$ cat config.mk
export PLATFORM = sky130hd
export DESIGN_NAME = gosm_div
export DESIGN_NICKNAME = d
export VERILOG_FILES = /design/src/hdl/gosm_pkg.sv /design/src/hdl/gosm_div.sv
export SDC_FILE = /design/constraint.sdc
export NUM_CORES = 1
export LEC_CHECK = 0
export BUFFER_PORTS_ARGS = -buffer_cell sky130_fd_sc_hd__clkbuf_2
export CAP_MARGIN = 10
export CORE_MARGIN = 1.5
export CORE_UTILIZATION = 49
export DETAILED_ROUTE_END_ITERATION = 10
export PLACE_DENSITY = 0.72
export SYNTH_ARGS = -nofsm -noshare
export SYNTH_HDL_FRONTEND = slang
export SYNTH_SLANG_ARGS = --single-unit
export TNS_END_PERCENT = 30
$ cat constraint.sdc
create_clock -name i_clk -period 5.5 [get_ports i_clk]
set_input_delay 1.1 -clock i_clk [delete_from_list [all_inputs] [get_ports i_clk]]
set_output_delay 1.1 -clock i_clk [all_outputs]
set_load 0.01 [all_outputs]
$ cat src/hdl/gosm_pkg.sv
// ----------------------------------------------------------------------------
// gosm_pkg
// Shared types, constants and helper functions of the gyro space mapper.
// ----------------------------------------------------------------------------
package gosm_pkg;

    // fixed-point formats
    localparam int QFB       = 14;
    localparam int RFB       = 8;
    localparam int SFB       = 24;
    localparam int SCR_SHIFT = SFB - RFB;

    // datapath widths
    localparam int ACC_W  = 68;
    localparam int MUL_W  = 34;
    localparam int NUM_W  = 64;
    localparam int DEN_W  = 32;
    localparam int ROOT_W = 32;
    localparam int CFG_W  = 8;

    // operating modes
    localparam logic [2:0] MODE_YAW       = 3'd0;
    localparam logic [2:0] MODE_ROLL      = 3'd1;
    localparam logic [2:0] MODE_YAW_ROLL  = 3'd2;
    localparam logic [2:0] MODE_LOCAL     = 3'd3;
    localparam logic [2:0] MODE_PLAYER    = 3'd4;
    localparam logic [2:0] MODE_WORLD     = 3'd5;
    localparam logic [2:0] MODE_LASER     = 3'd6;
    localparam logic [2:0] MODE_WORLD_YAW = 3'd7;

    // register indexes
    localparam logic REG_MODE = 1'b0;
    localparam logic REG_HSEL = 1'b1;

    // arithmetic constants
    localparam logic signed [ACC_W-1:0] ACC_ONE    = 68'sd1 <<< (2 * QFB);
    localparam logic [ROOT_W-1:0]       WORLD_THR  = ROOT_W'(((1 << QFB) + 500) / 1000);
    localparam logic signed [31:0]      LASER_THR  = 32'(((1 << QFB) + 5) / 10);
    localparam logic signed [MUL_W-1:0] K_SCALE    = 34'sd57295800;
    localparam logic signed [MUL_W-1:0] K_FIXED    = 34'sd28600;
    localparam logic [15:0]             PERIOD_MIN = 16'd10;

    typedef struct packed {
        logic               active;
        logic signed [15:0] quat_w;
        logic signed [15:0] quat_x;
        logic signed [15:0] quat_y;
        logic signed [15:0] quat_z;
        logic signed [23:0] gyro_x;
        logic signed [23:0] gyro_y;
        logic signed [23:0] gyro_z;
        logic [15:0]        period_us;
    } t_in_word;

    typedef struct packed {
        logic signed [31:0] x_rate;
        logic signed [31:0] y_rate;
    } t_out_word;

    // one rotation-matrix entry: base + 2*(+-a*b +-c*d)
    typedef struct packed {
        logic [1:0] ia;
        logic [1:0] ib;
        logic [1:0] ic;
        logic [1:0] id;
        logic       n1;
        logic       n2;
        logic       diag;
    } t_mat_op;

    // one term of conj(ref) * q
    typedef struct packed {
        logic [1:0] idx;
        logic       neg;
    } t_lq_op;

    function automatic t_mat_op mat_op(input logic [3:0] e);
        t_mat_op o;
        case (e)
            4'd0:    o = '{2'd2, 2'd2, 2'd3, 2'd3, 1'b1, 1'b1, 1'b1};
            4'd1:    o = '{2'd1, 2'd2, 2'd0, 2'd3, 1'b0, 1'b1, 1'b0};
            4'd2:    o = '{2'd1, 2'd3, 2'd0, 2'd2, 1'b0, 1'b0, 1'b0};
            4'd3:    o = '{2'd1, 2'd2, 2'd0, 2'd3, 1'b0, 1'b0, 1'b0};
            4'd4:    o = '{2'd1, 2'd1, 2'd3, 2'd3, 1'b1, 1'b1, 1'b1};
            4'd5:    o = '{2'd2, 2'd3, 2'd0, 2'd1, 1'b0, 1'b1, 1'b0};
            4'd6:    o = '{2'd1, 2'd3, 2'd0, 2'd2, 1'b0, 1'b1, 1'b0};
            4'd7:    o = '{2'd2, 2'd3, 2'd0, 2'd1, 1'b0, 1'b0, 1'b0};
            4'd8:    o = '{2'd1, 2'd1, 2'd2, 2'd2, 1'b1, 1'b1, 1'b1};
            default: o = '0;
        endcase
        return o;
    endfunction

    function automatic t_lq_op lq_op(input logic [1:0] i, input logic [1:0] j);
        t_lq_op o;
        case ({i, j})
            4'h0: o = '{2'd0, 1'b0};
            4'h1: o = '{2'd1, 1'b0};
            4'h2: o = '{2'd2, 1'b0};
            4'h3: o = '{2'd3, 1'b0};
            4'h4: o = '{2'd1, 1'b0};
            4'h5: o = '{2'd0, 1'b1};
            4'h6: o = '{2'd3, 1'b1};
            4'h7: o = '{2'd2, 1'b0};
            4'h8: o = '{2'd2, 1'b0};
            4'h9: o = '{2'd3, 1'b0};
            4'ha: o = '{2'd0, 1'b1};
            4'hb: o = '{2'd1, 1'b1};
            4'hc: o = '{2'd3, 1'b0};
            4'hd: o = '{2'd2, 1'b1};
            4'he: o = '{2'd1, 1'b0};
            4'hf: o = '{2'd0, 1'b1};
            default: o = '0;
        endcase
        return o;
    endfunction

    // right shift, rounding half away from zero
    function automatic logic signed [ACC_W-1:0] round_shift(
        input logic signed [ACC_W-1:0] v,
        input int unsigned             s
    );
        logic [ACC_W-1:0] m;
        m = v[ACC_W-1] ? ACC_W'(-v) : ACC_W'(v);
        m = (m + (68'd1 << (s - 1))) >> s;
        return v[ACC_W-1] ? -$signed(m) : $signed(m);
    endfunction

    function automatic logic signed [31:0] sat32(input logic signed [NUM_W-1:0] v);
        logic signed [31:0] r;
        if (v > 64'sd2147483647) r = 32'sh7fffffff;
        else if (v < -64'sd2147483648) r = 32'sh80000000;
        else r = 32'(v);
        return r;
    endfunction

endpackage

$ cat src/hdl/gosm_div.sv
// ----------------------------------------------------------------------------
// gosm_div
// Iterative signed divider, one quotient bit per cycle, rounds half away
// from zero. Divisor is positive.
// ----------------------------------------------------------------------------
module gosm_div (
    input  logic                            i_clk,
    input  logic                            i_rst_n,
    input  logic                            i_go,
    input  logic signed [gosm_pkg::NUM_W-1:0] i_num,
    input  logic [gosm_pkg::DEN_W-1:0]      i_den,
    output logic                            o_done,
    output logic signed [gosm_pkg::NUM_W-1:0] o_quot
);
    import gosm_pkg::*;

    logic             r_busy;
    logic             r_done;
    logic [5:0]       r_cnt;
    logic [DEN_W:0]   r_rem;
    logic [NUM_W-1:0] r_dvd;
    logic [DEN_W-1:0] r_den;
    logic             r_neg;

    logic [NUM_W-1:0] n_mag;
    logic [DEN_W:0]   n_rem_sh;
    logic             n_bit;

    // magnitude plus half divisor, and one restoring step
    always_comb begin
        n_mag    = (i_num[NUM_W-1] ? NUM_W'(-i_num) : NUM_W'(i_num)) +
                   NUM_W'(i_den >> 1);
        n_rem_sh = {r_rem[DEN_W-1:0], r_dvd[NUM_W-1]};
        n_bit    = (n_rem_sh >= {1'b0, r_den});
    end

    always_ff @(posedge i_clk) begin
        if (!i_rst_n) begin
            r_busy <= 1'b0;
            r_done <= 1'b0;
            r_cnt  <= '0;
        end else begin
            r_done <= 1'b0;
            if (i_go) begin
                r_busy <= 1'b1;
                r_cnt  <= '0;
                r_rem  <= '0;
                r_dvd  <= n_mag;
                r_den  <= i_den;
                r_neg  <= i_num[NUM_W-1];
            end else if (r_busy) begin
                r_rem  <= n_bit ? (n_rem_sh - {1'b0, r_den}) : n_rem_sh;
                r_dvd  <= {r_dvd[NUM_W-2:0], n_bit};
                r_cnt  <= r_cnt + 6'd1;
                if (r_cnt == 6'd63) begin
                    r_busy <= 1'b0;
                    r_done <= 1'b1;
                end
            end
        end
    end

    assign o_done = r_done;
    assign o_quot = r_neg ? -$signed(r_dvd) : $signed(r_dvd);

endmodule

Yosys cells after proc, flatten, opt, wreduce, memory -nomap -nowiden
Index checks and enable logic that the tools add are counted.
{"block": "word_totals", "in_bits": 99, "out_inout_bits": 65, "reg_bits": 137, "wordCells": 31}
{"block": "classes", "mux": 10, "magnitude_cmp": 1, "n_bitwise": 2, "n_reduce_logical": 5, "n_eq_ne": 1, "n_addsub": 5}
{"op": "2-to-1 mux 64 bit", "count": 4}
{"op": "negator 64 bit", "count": 2}
{"op": "adder 64 x 31 -> 64 bit", "count": 1}
{"op": "2-to-1 mux 32 bit", "count": 2}
{"op": ">= comparator 33 x 32 -> 1 bit", "count": 1}
{"op": "subtractor 32 bit", "count": 1}
{"op": "adder 6 x 1 -> 6 bit (second input constant)", "count": 1}
{"op": "equality test 6 bit (second input constant)", "count": 1}
{"op": "2-to-1 mux 1 bit", "count": 4}
{"op": "AND reduction 2 bit", "count": 2}
{"op": "OR reduction 3 bit", "count": 1}
{"op": "inverter 1 bit", "count": 2}
{"op": "nonzero test 2 bit", "count": 1}
{"op": "OR reduction 2 bit", "count": 1}

Logic depth before layout (Yosys ltp)
{"block": "logic_depth", "depth_word": 4, "ltp_mapped": 20}

Worst setup path after synthesis
No wires, ideal clock.
{"block": "synth_timing", "kind": "input to register", "from": "input i_num[1] (netlist name)", "to": "register r_dvd[51], data pin", "t_arrival_ps": 5381, "t_required_ps": 5240, "path_buffers": 3, "path_slack_ps": -141, "path_stages": 20, "path_cell_list": "inv_1 ha_1 nor4b_1 nand3_1 clkbuf_1 or2_2 o21ai_0 xnor2_1 ha_1 clkbuf_1 nand2_1 or3_1 o211ai_1 a211o_1 a211oi_1 o21ai_0 clkbuf_1 nand4b_1 xor2_1 mux2_2"}
{"block": "synth_between", "elab_chain_len": 4}
{"item": "start, declared", "line": "gosm_div.sv:10", "text": "input logic signed [gosm_pkg::NUM_W-1:0] i_num,"}
{"item": "negator 64 bit", "line": "gosm_div.sv:31", "text": "n_mag = (i_num[NUM_W-1] ? NUM_W'(-i_num) : NUM_W'(i_num)) +"}
{"item": "2-to-1 mux 64 bit (*)", "line": "gosm_div.sv:31"}
{"item": "adder 64 x 31 -> 64 bit (*)", "line": "gosm_div.sv:31"}
{"item": "2-to-1 mux 64 bit (*)", "line": "gosm_div.sv:44", "text": "if (i_go) begin"}
{"item": "end signal, assigned", "line": "gosm_div.sv:48", "text": "r_dvd <= n_mag;"}
{"item": "end signal, assigned", "line": "gosm_div.sv:53", "text": "r_dvd <= {r_dvd[NUM_W-2:0], n_bit};"}
{"item": "end, declared", "line": "gosm_div.sv:21", "text": "logic [NUM_W-1:0] r_dvd;"}
Every way passes the cells marked *; elsewhere a longest branch is shown, timed or not.
A chain may end at the register's enable or synchronous reset.

Worst setup path after layout
{"block": "layout_timing", "from": "input i_num[1] (netlist name)", "to": "register r_dvd[42], data pin"}
Same word-level chain as after synthesis.

==> out/qor.yml <==
outcome:
  outcome: "completed"
floorplanning:
  start_util: 0.496
  dieArea_um2: 27200
  die_height_um: 165
  ios: 164
  die_x_um: 165
  coreArea_um2: 25900
  rows: 59
logic_synthesis:
  yosysMostFrequentCell: "xnor2_1"
  synth-seq-cells: 137
  ys_seq_area_frac: 0.314
  synth_fp_nets: 1588
  synth_top_area_frac: 0.301
  synthArstFlopShare: 0
  netlist_area_um2: 12800
  synth_top_cell_by_area: "edfxtp_1"
  yosys_warnings: 0
  synth-edff-count: 129
  synth_ff_type: "edfxtp_1"
  synthTopCellsByCount: "132 x xnor2_1, 129 x edfxtp_1, 115 x nand2_1"
  synth_cell_types: 82
  avgSynthCellArea_um2: 9.05
  synthCells: 1420
  synth_area_leaders: "edfxtp_1 30%, xnor2_1 9.0%, ha_1 6.5%"
timing:
  final.min_clock_period_ps: 5260
  finalHoldViolCount: 0
  fmax_mhz: 190
  setup_viol: 0
  fin_crit_sh: 0.957
  fin_tns_setup_ps: 0
  drv_slew: 0
  tightestPinTransition_ps: 1160
  slew_headroom: 0.228
  fin_skew_ps: 10.2
  rsz0062_at_grt: "no"
final_layout:
  drive_gt1_frac: 0.207
  finalNonFillerCells: 1942
  fillers: 2311
  multi_input_area_um2: 8400
  synthToLayoutAreaGrowth_pct: 15.1
  area.sequential_um2: 4030
  nNetsFinal: 1762
  stdcell_area_um2: 14800
  diodes: 0
  utilization: 0.571
critical_path:
  critPathMaxStageDelay_ps: 390
  path_max_fanout: 6
  cpLargestDelayFamily: "simple AND/OR/NAND/NOR gates"
  reg2reg_to: "r_rem[19]"
  rr_worst_depth: 12
  critPathLaunchType: "input pin"
  rrSetupSlack_ps: 1700
  crit_chain: "clkbuf_2, inv_1, ha_1, nor4b_1, buf_4, nand3_1, or2_2, o41ai_1, xnor2_1, ha_1, and4_1, and2_1, and4_1, nor2b_1, a211oi_2, buf_4, a21o_1, nor4_1, xnor2_1, mux2_2"
  timing.critical_path.buf_inv: 4
  worstSetupEndpointType: "flop"
  critPathArrivalTime_ps: 5460
  crit_slowest_cell: "or2_2"
  path_class: "input pin to flop"
  reg2reg_from: "r_rem[2]"
  cp_data_required_time_ps: 5690
clocking:
  cts_tree: "built"
  h-tree-depth: 4
  root_buffer: "clkbuf_16"
  worstSkewPairLatency_ps: 430
  cts.sinks: 137
  numCtsBuffers: 17
  ctsResizeCount: 0
  cts_setup_buffers: 0
  postCtsHoldBufs: 0
  cts_max_path_buffers: 2
  path_clk_slew_ps: 70
job:
  max_cap_viol_count: 0
detailed_routing:
  vias: 11952
  wl_per_cell_um: 19.6
  routed_wl_um: 38200
  drtAntennaViolNets: 0
  via_per_inst: 6.15
  dr.pass1.iters: 5
  drc: 0
  drtIter0Drc: 1083
placed_design:
  placed_cell_area_um2: 14200
  numPortBuffers: 163
  hpwl_um: 29500
  place_inst: 1910
  gp_congestion: 1.00
pwr:
  max-vdd-ir-drop_uv: 246
  design_power_total_uw: 3910
  p_leak_uw: 0.00577
  p_per_area_nw_per_um2: 264
global_route:
  grt_max_degree: 80
  gr-usage-all-layers: 0.281
  grt_pass1_vias: 11156
  overflow: 0
  grt_pass1_wl_um: 59100
  antenna_found_initial: 1
min_path:
  hold_path_depth: 2
  hold_path.class: "flop to flop"
  hp-start: "r_cnt[5]"
  hold_path_end: "r_cnt[5]"
## worst register-to-register path: stages (launching register included)
cell      delay (ps)
edfxtp_1         400
ha_1             370
o21a_1           150
o31a_1           190
o31ai_1           90
buf_4            150
o21bai_1         380
a31oi_1          180
a21oi_1          340
a21bo_1          640
buf_4            340
mux2i_1          220
nor2_1            60
## cells in the final DEF (no fill, tap or decap), types with 25 or more instances in the layout
master | netlist | final
xor2_1 | 56 | 56
nand4_1 | 25 | 25
mux2_2 | 41 | 41
ha_1 | 67 | 67
nand2_1 | 115 | 115
xnor2_1 | 132 | 132
nor3_1 | 39 | 38
inv_1 | 59 | 58
a21o_1 | 25 | 25
o21ai_0 | 85 | 84
a21oi_1 | 80 | 80
edfxtp_1 | 129 | 129
nand3_1 | 37 | 37
clkbuf_2 | 0 | 162
buf_4 | 3 | 44
o31ai_1 | 50 | 50
or3_1 | 26 | 26
nor2_1 | 101 | 101
## logic make-up (layout without fill, tap and decap cells)
family                   Yosys count  count (layout)  synth area share
multiplexers                      64              64            0.0539
adder cells (fa/ha/maj)           69              69            0.0684
XOR/XNOR                         189             189             0.129
AND/OR/NAND/NOR                  484             484             0.207
flip-flops                       137             137             0.314
buffers and inverters            111             298            0.0341
AO/OA/AOI/OAI                    366             366             0.194
## cell type report
type | instances | area share
clock buffer | 20 | 0.0316
clock inverter | 12 | 0.00694
inverter | 60 | 0.0153
multi-input combinational | 1172 | 0.568
sequential | 137 | 0.273
tap | 335 | 0.0283
timing repair buffer | 206 | 0.0772
## worst max path at each step
| stage | endpoint | slack (ps) | start | depth (start not counted) |
|---|---|---|---|---|
| final | r_dvd[42] | 240 | i_num[1] | 20 |
| after global routing | r_dvd[55] | 20 | i_num[1] | 21 |
| after floorplan | r_dvd[51] | 70 | i_num[1] | 20 |
| after CTS | r_dvd[60] | 220 | i_num[1] | 20 |
| after detailed placement | r_dvd[60] | -220 | i_num[1] | 20 |
| after global placement | r_dvd[60] | -110 | i_num[1] | 20 |
## registers in the layout (all words and copies together), names as in the netlist
| signal | count |
|---|---|
| o_done | 1 |
| r_dvd | 64 |
| r_busy | 1 |
| r_cnt | 6 |
| r_rem | 32 |
| r_den | 32 |
| r_neg | 1 |
## routing by layer
layer	vias up	track usage	share of wire
met4	0	0.0794	0.019
met3	50	0.0522	0.079
met1	5716	0.383	0.44
met2	498	0.455	0.46
li1	5688	-	-
met5	-	0	0
## report_power, final
part | leakage, uW | switching, uW | total, uW | internal [uW]
clock | 0.000286 | 514 | 1140 | 630
sequential | 0.00130 | 88.7 | 1360 | 1270
combinational | 0.00419 | 808 | 1400 | 591
total | 0.00577 | 1410 | 3910 | 2500
## stage by stage
step / hold WS [ps] / setup WS, ps
6_report: 487 / 236
3_3_place_gp: 472 / -114
4_1_cts: 495 / 219
2_1_floorplan: 454 / 70.8
5_1_grt: 514 / 15.4
3_5_place_dp: 484 / -219
No activity file was read; power rests on OpenSTA's default activity.
