`config.mk`:
```
export PLATFORM = sky130hd
export DESIGN_NAME = gosm_sqrt
export DESIGN_NICKNAME = d
export VERILOG_FILES = /design/src/hdl/gosm_pkg.sv /design/src/hdl/gosm_sqrt.sv
export SDC_FILE = /design/constraint.sdc
export NUM_CORES = 1
export LEC_CHECK = 0
export ABC_CLOCK_PERIOD_IN_PS = 15950
export BUFFER_PORTS_ARGS = -buffer_cell sky130_fd_sc_hd__buf_2
export CORE_ASPECT_RATIO = 1.25
export CORE_MARGIN = 8
export CORE_UTILIZATION = 40
export CTS_CLUSTER_SIZE = 8
export DETAILED_ROUTE_END_ITERATION = 16
export HOLD_SLACK_MARGIN = 0.03
export SLEW_MARGIN = 20
export SYNTH_ARGS = -nofsm -noshare
export SYNTH_HDL_FRONTEND = slang
export SYNTH_SLANG_ARGS = --single-unit
```
`constraint.sdc`:
```
create_clock -name i_clk -period 15.95 [get_ports i_clk]
set_input_delay 0 -clock i_clk [delete_from_list [all_inputs] [get_ports i_clk]]
set_output_delay 0 -clock i_clk [all_outputs]
set_load 0.005 [all_outputs]
```
`src/hdl/gosm_pkg.sv`:
```
// ----------------------------------------------------------------------------
// gosm_pkg
// Shared types, constants and helper functions of the gyro space mapper.
// ----------------------------------------------------------------------------
package gosm_pkg;

    // fixed-point formats
    localparam int QFB       = 14;
    localparam int RFB       = 8;
    localparam int SFB       = 24;
    localparam int SCR_SHIFT = SFB - RFB;

    // datapath widths
    localparam int ACC_W  = 68;
    localparam int MUL_W  = 34;
    localparam int NUM_W  = 64;
    localparam int DEN_W  = 32;
    localparam int ROOT_W = 32;
    localparam int CFG_W  = 8;

    // operating modes
    localparam logic [2:0] MODE_YAW       = 3'd0;
    localparam logic [2:0] MODE_ROLL      = 3'd1;
    localparam logic [2:0] MODE_YAW_ROLL  = 3'd2;
    localparam logic [2:0] MODE_LOCAL     = 3'd3;
    localparam logic [2:0] MODE_PLAYER    = 3'd4;
    localparam logic [2:0] MODE_WORLD     = 3'd5;
    localparam logic [2:0] MODE_LASER     = 3'd6;
    localparam logic [2:0] MODE_WORLD_YAW = 3'd7;

    // register indexes
    localparam logic REG_MODE = 1'b0;
    localparam logic REG_HSEL = 1'b1;

    // arithmetic constants
    localparam logic signed [ACC_W-1:0] ACC_ONE    = 68'sd1 <<< (2 * QFB);
    localparam logic [ROOT_W-1:0]       WORLD_THR  = ROOT_W'(((1 << QFB) + 500) / 1000);
    localparam logic signed [31:0]      LASER_THR  = 32'(((1 << QFB) + 5) / 10);
    localparam logic signed [MUL_W-1:0] K_SCALE    = 34'sd57295800;
    localparam logic signed [MUL_W-1:0] K_FIXED    = 34'sd28600;
    localparam logic [15:0]             PERIOD_MIN = 16'd10;

    typedef struct packed {
        logic               active;
        logic signed [15:0] quat_w;
        logic signed [15:0] quat_x;
        logic signed [15:0] quat_y;
        logic signed [15:0] quat_z;
        logic signed [23:0] gyro_x;
        logic signed [23:0] gyro_y;
        logic signed [23:0] gyro_z;
        logic [15:0]        period_us;
    } t_in_word;

    typedef struct packed {
        logic signed [31:0] x_rate;
        logic signed [31:0] y_rate;
    } t_out_word;

    // one rotation-matrix entry: base + 2*(+-a*b +-c*d)
    typedef struct packed {
        logic [1:0] ia;
        logic [1:0] ib;
        logic [1:0] ic;
        logic [1:0] id;
        logic       n1;
        logic       n2;
        logic       diag;
    } t_mat_op;

    // one term of conj(ref) * q
    typedef struct packed {
        logic [1:0] idx;
        logic       neg;
    } t_lq_op;

    function automatic t_mat_op mat_op(input logic [3:0] e);
        t_mat_op o;
        case (e)
            4'd0:    o = '{2'd2, 2'd2, 2'd3, 2'd3, 1'b1, 1'b1, 1'b1};
            4'd1:    o = '{2'd1, 2'd2, 2'd0, 2'd3, 1'b0, 1'b1, 1'b0};
            4'd2:    o = '{2'd1, 2'd3, 2'd0, 2'd2, 1'b0, 1'b0, 1'b0};
            4'd3:    o = '{2'd1, 2'd2, 2'd0, 2'd3, 1'b0, 1'b0, 1'b0};
            4'd4:    o = '{2'd1, 2'd1, 2'd3, 2'd3, 1'b1, 1'b1, 1'b1};
            4'd5:    o = '{2'd2, 2'd3, 2'd0, 2'd1, 1'b0, 1'b1, 1'b0};
            4'd6:    o = '{2'd1, 2'd3, 2'd0, 2'd2, 1'b0, 1'b1, 1'b0};
            4'd7:    o = '{2'd2, 2'd3, 2'd0, 2'd1, 1'b0, 1'b0, 1'b0};
            4'd8:    o = '{2'd1, 2'd1, 2'd2, 2'd2, 1'b1, 1'b1, 1'b1};
            default: o = '0;
        endcase
        return o;
    endfunction

    function automatic t_lq_op lq_op(input logic [1:0] i, input logic [1:0] j);
        t_lq_op o;
        case ({i, j})
            4'h0: o = '{2'd0, 1'b0};
            4'h1: o = '{2'd1, 1'b0};
            4'h2: o = '{2'd2, 1'b0};
            4'h3: o = '{2'd3, 1'b0};
            4'h4: o = '{2'd1, 1'b0};
            4'h5: o = '{2'd0, 1'b1};
            4'h6: o = '{2'd3, 1'b1};
            4'h7: o = '{2'd2, 1'b0};
            4'h8: o = '{2'd2, 1'b0};
            4'h9: o = '{2'd3, 1'b0};
            4'ha: o = '{2'd0, 1'b1};
            4'hb: o = '{2'd1, 1'b1};
            4'hc: o = '{2'd3, 1'b0};
            4'hd: o = '{2'd2, 1'b1};
            4'he: o = '{2'd1, 1'b0};
            4'hf: o = '{2'd0, 1'b1};
            default: o = '0;
        endcase
        return o;
    endfunction

    // right shift, rounding half away from zero
    function automatic logic signed [ACC_W-1:0] round_shift(
        input logic signed [ACC_W-1:0] v,
        input int unsigned             s
    );
        logic [ACC_W-1:0] m;
        m = v[ACC_W-1] ? ACC_W'(-v) : ACC_W'(v);
        m = (m + (68'd1 << (s - 1))) >> s;
        return v[ACC_W-1] ? -$signed(m) : $signed(m);
    endfunction

    function automatic logic signed [31:0] sat32(input logic signed [NUM_W-1:0] v);
        logic signed [31:0] r;
        if (v > 64'sd2147483647) r = 32'sh7fffffff;
        else if (v < -64'sd2147483648) r = 32'sh80000000;
        else r = 32'(v);
        return r;
    endfunction

endpackage

```
`src/hdl/gosm_sqrt.sv`:
```
// ----------------------------------------------------------------------------
// gosm_sqrt
// Iterative integer square root, two radicand bits per cycle.
// ----------------------------------------------------------------------------
module gosm_sqrt (
    input  logic                         i_clk,
    input  logic                         i_rst_n,
    input  logic                         i_go,
    input  logic [gosm_pkg::NUM_W-1:0]   i_val,
    output logic                         o_done,
    output logic [gosm_pkg::ROOT_W-1:0]  o_root
);
    import gosm_pkg::*;

    logic             r_busy;
    logic             r_done;
    logic [4:0]       r_cnt;
    logic [NUM_W-1:0] r_v;
    logic [NUM_W-1:0] r_r;
    logic [NUM_W-1:0] r_bit;
    logic [NUM_W-1:0] n_t;

    assign n_t = r_r + r_bit;

    always_ff @(posedge i_clk) begin
        if (!i_rst_n) begin
            r_busy <= 1'b0;
            r_done <= 1'b0;
            r_cnt  <= '0;
        end else begin
            r_done <= 1'b0;
            if (i_go) begin
                r_busy <= 1'b1;
                r_cnt  <= '0;
                r_v    <= i_val;
                r_r    <= '0;
                r_bit  <= 64'd1 << 62;
            end else if (r_busy) begin
                if (r_v >= n_t) begin
                    r_v <= r_v - n_t;
                    r_r <= (r_r >> 1) + r_bit;
                end else begin
                    r_r <= r_r >> 1;
                end
                r_bit <= r_bit >> 2;
                r_cnt <= r_cnt + 5'd1;
                if (r_cnt == 5'd31) begin
                    r_busy <= 1'b0;
                    r_done <= 1'b1;
                end
            end
        end
    end

    assign o_done = r_done;
    assign o_root = r_r[ROOT_W-1:0];

endmodule

```
# After elaboration in Yosys (flattened, before gate mapping)

Index checks and enable logic that the tools add are counted.
Widths: inputs -> output; s select.

Register bits: 167
Input bits: 67
Output and inout port bits: 33
Logic and storage cells: 30

$add $sub $neg: 4
$lt $le $gt $ge: 1
Equal/unequal tests: 1
Multiplexer cells: 10
Bitwise logic cells: 2
Reduce and logical (&&, ||, !) cells: 6

Operator list:

| kind                | number |
|---|---|
| $mux 64             | 5 |
| $add 63x63->64      | 1 |
| $add 64x63->64      | 1 |
| $ge 64x64->1        | 1 |
| $sub 64x64->64      | 1 |
| $mux 63             | 1 |
| $add 5x1->5 const B | 1 |
| $eq 5x5->1 const B  | 1 |
| $mux 1              | 4 |
| $reduce_bool 2->1   | 2 |
| $reduce_and 3->1    | 1 |
| $reduce_or 3->1     | 1 |
| $not 1->1           | 2 |
| $reduce_and 2->1    | 1 |
| $reduce_or 2->1     | 1 |

# Logic depth before layout (Yosys ltp)

Gate-level depths: netlist of the first run.

Depth after elaboration: 5
Depth in mapped cells: 26
Depth with buffers taken out: 25

# Worst setup path after synthesis of the first run

No wires, ideal clock.

Path type: register to register
Start point: register r_r[2]
End point: register r_v[0], enable pin
Data arrival time: 7982 ps
Required time: 15443 ps
Slack: 7461 ps
Cell stages (with the launch flop): 23
Path through: edfxtp_1 > ha_1 > a31o_2 > a31oi_1 > o21ai_2 > a31oi_1 > o41a_1 > o21bai_2 > a21oi_2 > o211ai_2 > a31oi_1 > o311ai_2 > xnor2_1 > ha_1 > clkbuf_1 > nand4_1 > nor2_1 > nand3_1 > or4_1 > o31a_1 > buf_4 > buf_4 > a21oi_1

Word-level cells in the longest chain between the ends: 4

Ends and longest elaborated chain:

| element                            | line            | RTL |
|---|---|---|
| start, declared                    | gosm_sqrt.sv:19 | `logic [NUM_W-1:0] r_r;` |
| start signal, assigned             | gosm_sqrt.sv:41 | `r_r <= (r_r >> 1) + r_bit;` |
| start signal, assigned             | gosm_sqrt.sv:43 | `r_r <= r_r >> 1;` |
| $add 64x63->64                     | gosm_sqrt.sv:23 | `assign n_t = r_r + r_bit;` |
| $ge 64x64->1                       | gosm_sqrt.sv:39 | `if (r_v >= n_t) begin` |
| $reduce_bool 2->1 (no source line) | -               |  |
| $reduce_and 3->1 (no source line)  | -               |  |
| end signal, assigned               | gosm_sqrt.sv:35 | `r_v <= i_val;` |
| end signal, assigned               | gosm_sqrt.sv:40 | `r_v <= r_v - n_t;` |
| end, declared                      | gosm_sqrt.sv:18 | `logic [NUM_W-1:0] r_v;` |

No other way between the ends.
A chain may end at the register's enable or synchronous reset.

# Worst setup path in the final report of the first run

Start point: register r_r[2]
End point: register r_v[23], enable pin

The elaborated chain is that of the path after synthesis.

==> results_dict.tcl, run 1 <==
set metrics [dict create \
    htreeDepth 4 \
    core-area_um2 37300 \
    synth_top_area_share_pct 31.7 \
    post_cts_resized 0 \
    crit_buf_inv 2 \
    crit_arrival_ps 6980 \
    grt_pass1_vias 13400 \
    outcome "finished clean" \
    cts_sinks 167 \
    syn-num-nets 1954 \
    fp-row-count 79 \
    clock_latency_ps 470 \
    cts_tree "yes" \
    r2r-start "r_r[2]" \
    syn_to_final_growth_pct 12.5 \
    ctsLongestPathBuffers 2 \
    cts_buffers 17 \
    worstMarginPinSlew_ps 942 \
    irDropWorstVdd_mv 0.0817 \
    relSlewSlack_pct 37.2 \
    routed_via_density 5.70 \
    io_pins 100 \
    crit_family "compound AO/OA/AOI/OAI gates" \
    die_w_um 190 \
    ys_types 75 \
    syn_area_um2 15200 \
    slowest_stage "buf_4" \
    grt_max_degree 85 \
    syn_area_per_cell_um2 8.64 \
    ff2ff_path_depth 21 \
    cp.required_ps 16030 \
    yosysTopAreaCell "edfxtp_1" \
    drt_wl_total_um 44700 \
    fin_worst_skew_ps 15.1 \
    seq_area_um2 4940 \
    r2r-end "r_v[23]" \
    final_cell_mix "nand2_1, o21ai_0, edfxtp_1, ha_1, nor2_1" \
    fin_cells 2350 \
    post-dp-hpwl_um 34100 \
    cap_violations 0 \
    powerDensity_nw_per_um2 115 \
    synth-async-reset-ratio_pct 0 \
    post-route-period-util_pct 43.3 \
    min_from "i_go" \
    synth_area_leaders "edfxtp_1, ha_1, nand2_1, o21ai_0, xor2_1" \
    setup_viol_count_final 0 \
    port_buffers 99 \
    synth_warnings 0 \
    wire_per_inst_um 19.0 \
    path_depth 21 \
    rsz0062_at_grt "false" \
    p_leak_nw 6.55 \
    fin_nets 2051 \
    r2r_slack_ps 9050 \
    drc 0 \
    finish.utilization_pct 45.8 \
    die_area_um2 44400 \
    critical_path_class "flop to flop" \
    gp_congestion 0.919 \
    multi_input_area_um2 9590 \
    startpoint_type "flop" \
    hold_viol 0 \
    critical_path.max_fanout 64 \
    nFillCells 3672 \
    hp-class "input pin to flop" \
    antenna_left 0 \
    crit_top_cell "a31oi_1" \
    start_util_pct 40.7 \
    setup_tns_ps 0 \
    grt_pass1_wl_um 70900 \
    clk_pin_slew_ps 80 \
    ys_seq_area_share_pct 32.6 \
    critPathMaxStageDelay_ps 750 \
    grt_usage_pct 20.0 \
    synth_edf_count 160 \
    dieHeight_um 234 \
    max_freq_ghz 0.145 \
    post-place-cells 2253 \
    finalCriticalPeriod_ps 6900 \
    ys_seq_elements 167 \
    drtIter0Drc 757 \
    dr.pass1.iters 6 \
    holdPathEnd "r_bit[62]" \
    cts_root_buf "clkbuf_16" \
    antenna_found_initial 0 \
    gr-total-overflow 0 \
    syn_inst 1754 \
    vias 13400 \
    cp-end-kind "flop" \
    num_antenna_cells 0 \
    synthFlopType "edfxtp_1" \
    min_path_cells 1 \
    finalMaxSlewViolations 0 \
    drive_gt1_share_pct 10.2 \
    path_cells "ha_1 > a31o_2 > a31oi_1 > o21ai_2 > a31oi_1 > o41a_1 > o21bai_2 > a21oi_2 > o211ai_2 > a31oi_1 > o311ai_2 > xnor2_1 > ha_1 > nand4_1 > nor2_1 > nand3_1 > or4_1 > o31a_1 > buf_4 > a21oi_4 > buf_4" \
    final_common_cell "nand2_1" \
]
worst max-delay path by stage:
| stage | to | slack [ps] | start |
|---|---|---|---|
| finish | r_v[23] | 9050 | r_r[2] |
| global route | r_v[22] | 8670 | r_r[2] |
| CTS | r_v[21] | 9050 | r_r[2] |
| detailed placement | r_v[7] | 9090 | r_r[2] |
| global placement | r_v[21] | 9230 | r_r[0] |
| floorplan | r_v[0] | 7460 | r_r[2] |
synth_stat cells, types with 22 or more instances:
cell / number
a31oi_1: 66
edfxtp_1: 160
nand4_1: 36
xor2_1: 92
clkbuf_1: 48
a21oi_1: 120
nor2b_1: 44
nor2_1: 128
o21ai_0: 166
xnor2_1: 78
ha_1: 132
nand2_1: 228
buf_4: 34
or3_1: 22
a21o_1: 49
o21bai_1: 37
a211oi_1: 36
nand3_1: 31
inv_1: 38
kinds of logic after synthesis:
family,share of synthesized area (%)
AOI/OAI and AO/OA,24.5
and+or+nand+nor,17.3
xor gates and xnor gates,9.82
DFF,32.6
buffers and inverters,4.23
adders and majority gates,11.0
muxes,0.429
worst register-to-register path, cell delays in order (launching register included):
cell and delay (ps):
edfxtp_1 490, ha_1 380, a31o_2 230, a31oi_1 380, o21ai_2 200, a31oi_1 410, o41a_1 300, o21bai_2 120
a21oi_2 260, o211ai_2 140, a31oi_1 400, o311ai_2 130, xnor2_1 170, ha_1 450, nand4_1 190, nor2_1 150
nand3_1 100, or4_1 490, o31a_1 270, buf_4 280, a21oi_4 190, buf_4 750
metrics by stage:
stage                     worst slack, ps  power, mW  area, um^2  hold slack, ps
after floorplan                      7460       1.31       15200            98.9
final                                9050       1.97       17100            47.8
after detailed placement             9090       1.55       15900             283
after global placement               9230       1.55       15900             277
after CTS                            9050       1.98       17100            50.7
after global routing                 8670       2.10       17100            76.2
sequential cells by signal (all words and copies together) (netlist names):
name	count
r_v	64
r_cnt	5
o_done	1
r_bit	32
r_r	64
r_busy	1
where the power goes:
group,switching (mW),internal (mW)
logic,0.568,0.370
registers,0.0562,0.559
clock network,0.198,0.217
total,0.822,1.15
area by class of cell:
cell class              instances  share of cell area, %
multi-input cells            1454                   56.2
flip-flops and latches        167                   29.0
repair buffers                172                   7.11
well taps                     486                   3.56
clock buffers                  19                   2.54
inverters                      39                  0.873
clock inverters                13                  0.704
layer usage:
metal | part of all wire, % | vias to the layer above | GRT usage, % | wire [um]
met3 | 2.9 | 87 | 2.37 | 1310
met4 | 4.3 | 0 | 9.83 | 1900
met1 | 42 | 6357 | 22.7 | 18700
met5 | 0 | - | 0 | 0
met2 | 51 | 272 | 36.6 | 22700
li1 | - | 6673 | - | -
what timing repair did:
action | CTS | global route
setup buffers | 0 | 0
endpoints found under the setup margin | 0 | 0
hold buffers | 65 | 0
endpoints found under the hold margin | 71 | 0
(Power assumes the default switching activity.)
==> inputs of run 2 (changes only) <==
--- a/config.mk
+++ b/config.mk
@@ -5,7 +5,7 @@
 export SDC_FILE = /design/constraint.sdc
 export NUM_CORES = 1
 export LEC_CHECK = 0
-export ABC_CLOCK_PERIOD_IN_PS = 15950
+export ABC_CLOCK_PERIOD_IN_PS = 5650
 export BUFFER_PORTS_ARGS = -buffer_cell sky130_fd_sc_hd__buf_2
 export CORE_ASPECT_RATIO = 1.25
 export CORE_MARGIN = 8
==> constraint.sdc (replaced) <==
create_clock -name i_clk -period 5.65 [get_ports i_clk]
set_input_delay 0 -clock i_clk [delete_from_list [all_inputs] [get_ports i_clk]]
set_output_delay 0 -clock i_clk [all_outputs]
set_load 0.005 [all_outputs]
==> results_dict.tcl, run 2 (synthesis gave the netlist of run 1 again) <==
set metrics [dict create \
    grt_max_degree 94 \
    die_area_um2 44400 \
    io_pins 100 \
    fin_worst_skew_ps 13.4 \
    die_w_um 190 \
    gp_congestion 0.943 \
    vias 14300 \
    wire_per_inst_um 19.2 \
    start_util_pct 40.7 \
    r2r-end "r_r[25]" \
    sequentialPowerShare_pct 27.7 \
    post-route-period-util_pct 97.1 \
    powerDensity_nw_per_um2 328 \
    holdPathEnd "r_v[54]" \
    fin_nets 2197 \
    grt_pass1_vias 14200 \
    grt_usage_pct 20.6 \
    cap_violations 0 \
    reg_top3 "r_r x64, r_v x64, r_bit x32" \
    syn_to_final_growth_pct 24.2 \
    post-dp-hpwl_um 36200 \
    p_sw_share_pct 41.2 \
    max_freq_ghz 0.182 \
    fp-row-count 79 \
    drtIter0Drc 863 \
    crit_arrival_ps 5770 \
    cts_root_buf "clkbuf_16" \
    min_path_cells 4 \
    min_from "i_val[54]" \
    port_buffers 99 \
    clock_latency_ps 450 \
    hold_viol 0 \
    startpoint_type "flop" \
    final_cell_mix "nand2_1, edfxtp_1, o21ai_0, buf_4" \
    critical_path_class "flop to flop" \
    switching_power_mw 2.54 \
    cts_buffers 17 \
    routed_via_density 5.73 \
    whs_ps 352 \
    fin_area_um2 18800 \
    gr-total-overflow 0 \
    cp.required_ps 5930 \
    antenna_left 0 \
    critical_path.max_fanout 9 \
    dpl_cell_area_um2 16900 \
    r2r_slack_ps 160 \
    core-area_um2 37300 \
    drive_gt1_share_pct 19.7 \
    cts_tree "yes" \
    grt_pass1_wl_um 73400 \
    p_total_mw 6.17 \
    clk_pin_slew_ps 80 \
    setup_viol_count_final 0 \
    hp-class "input pin to flop" \
    ff2ff_path_depth 25 \
    relSlewSlack_pct 22.8 \
    r2r-start "r_r[16]" \
    final_common_cell "nand2_1" \
    drc 0 \
    pwr-share-comb_pct 52.6 \
    irDropWorstVdd_mv 0.220 \
    cp-end-kind "flop" \
    outcome "finished clean" \
    finish.utilization_pct 50.5 \
    antenna_found_initial 0 \
    finalCriticalPeriod_ps 5490 \
    drt_wl_total_um 48000 \
    ctsLongestPathBuffers 2 \
    dr.pass1.iters 5 \
    intPower_mw 3.63 \
    worstMarginPinSlew_ps 1150 \
    finalMaxSlewViolations 0 \
    p_leak_nw 7.41 \
    htreeDepth 4 \
    dieHeight_um 234 \
    cts_sinks 167 \
    num_antenna_cells 0 \
    rsz0062_at_grt "true" \
    clock_power_share_pct 19.7 \
]
==> run 2: changes by cell type in the layout (fill, tap and decap cells not counted), sizes merged <==
cell | before | now
buf | 107 | 248
clkbuf | 19 | 22
clkinvlp | 3 | 1
dlygate4sd3 | 65 | 66
clkinv | 5 | 8
==> run 2: how the worst max path moves through the flow <==
stage	start	slack [ps]	cells after the start	end
after floorplan	r_r[2]	-460	22	r_v[0]
after global placement	r_r[0]	-170	26	r_v[63]
after detailed placement	r_r[0]	-190	26	r_v[63]
after CTS	r_r[0]	9	26	r_v[63]
after global routing	r_r[16]	-70	22	r_r[47]
final	r_r[16]	160	25	r_r[25]
==> run 2: area by class of cell <==
cell class                      count  area (um^2)
Inverter                           39          148
Tap cell                          486          608
Fill cell                        3536        18400
Sequential cell                   167         4940
Clock buffer                       18          429
Multi-Input combinational cell   1454        10000
Clock inverter                     14          164
Timing Repair Buffer              318         2490
==> run 2: through the flow <==
step / instances / TNS (ps) / setup slack [ps]
2_1_floorplan: 1754 / -29430 / -460
3_3_place_gp: 2371 / -1240 / -169
3_5_place_dp: 2371 / -3660 / -189
4_1_cts: 2470 / 0 / 9.50
5_1_grt: 2496 / -1700 / -68.8
6_report: 2496 / 0 / 162
==> run 2: power by group through the flow <==
stage                     Clock [mW]  Sequential [mW]  Combinational, mW
final                           1.22             1.71               3.24
after global routing            1.27             1.72               3.56
after CTS                       1.23             1.71               3.01
after detailed placement           0             1.73               2.95
after global placement             0             1.73               2.92
after floorplan                    0             1.69               2.04
==> run 2: what timing repair did <==
item,4_1_cts,5_1_grt
hold endpoints to repair,74,0
gates cloned,0,5
hold buffers,66,0
gates resized for setup,6,76
endpoints found under the setup margin,79,142
setup buffers,1,21
pin swaps,2,48
==> run 2: critical path, cell delays in order, from the launching register on <==
cell and delay [ps]:
edfxtp_1 460, ha_4 310, nand4_1 150, a21oi_2 190, o21ai_2 70, or4_4 550, o21ai_2 140, o211ai_1 220
o31ai_2 340, buf_4 160, nand2_2 60, xor2_2 190, ha_2 340, nand2_1 100, nor2_1 150, nand3_1 120
or2_2 310, nand2b_1 150, a21oi_1 170, a211oi_2 50, buf_4 150, o31a_1 140, buf_12 170, buf_12 140
or3_1 350, a21oi_2 160
==> run 2: layer usage <==
layer | up-vias | routed length [um] | track usage (%)
met2 | 399 | 25100 | 38.9
met1 | 6824 | 18900 | 22.1
met4 | 0 | 2150 | 10.5
met5 | - | 0 | 0
met3 | 116 | 1880 | 2.69
li1 | 6952 | - | -
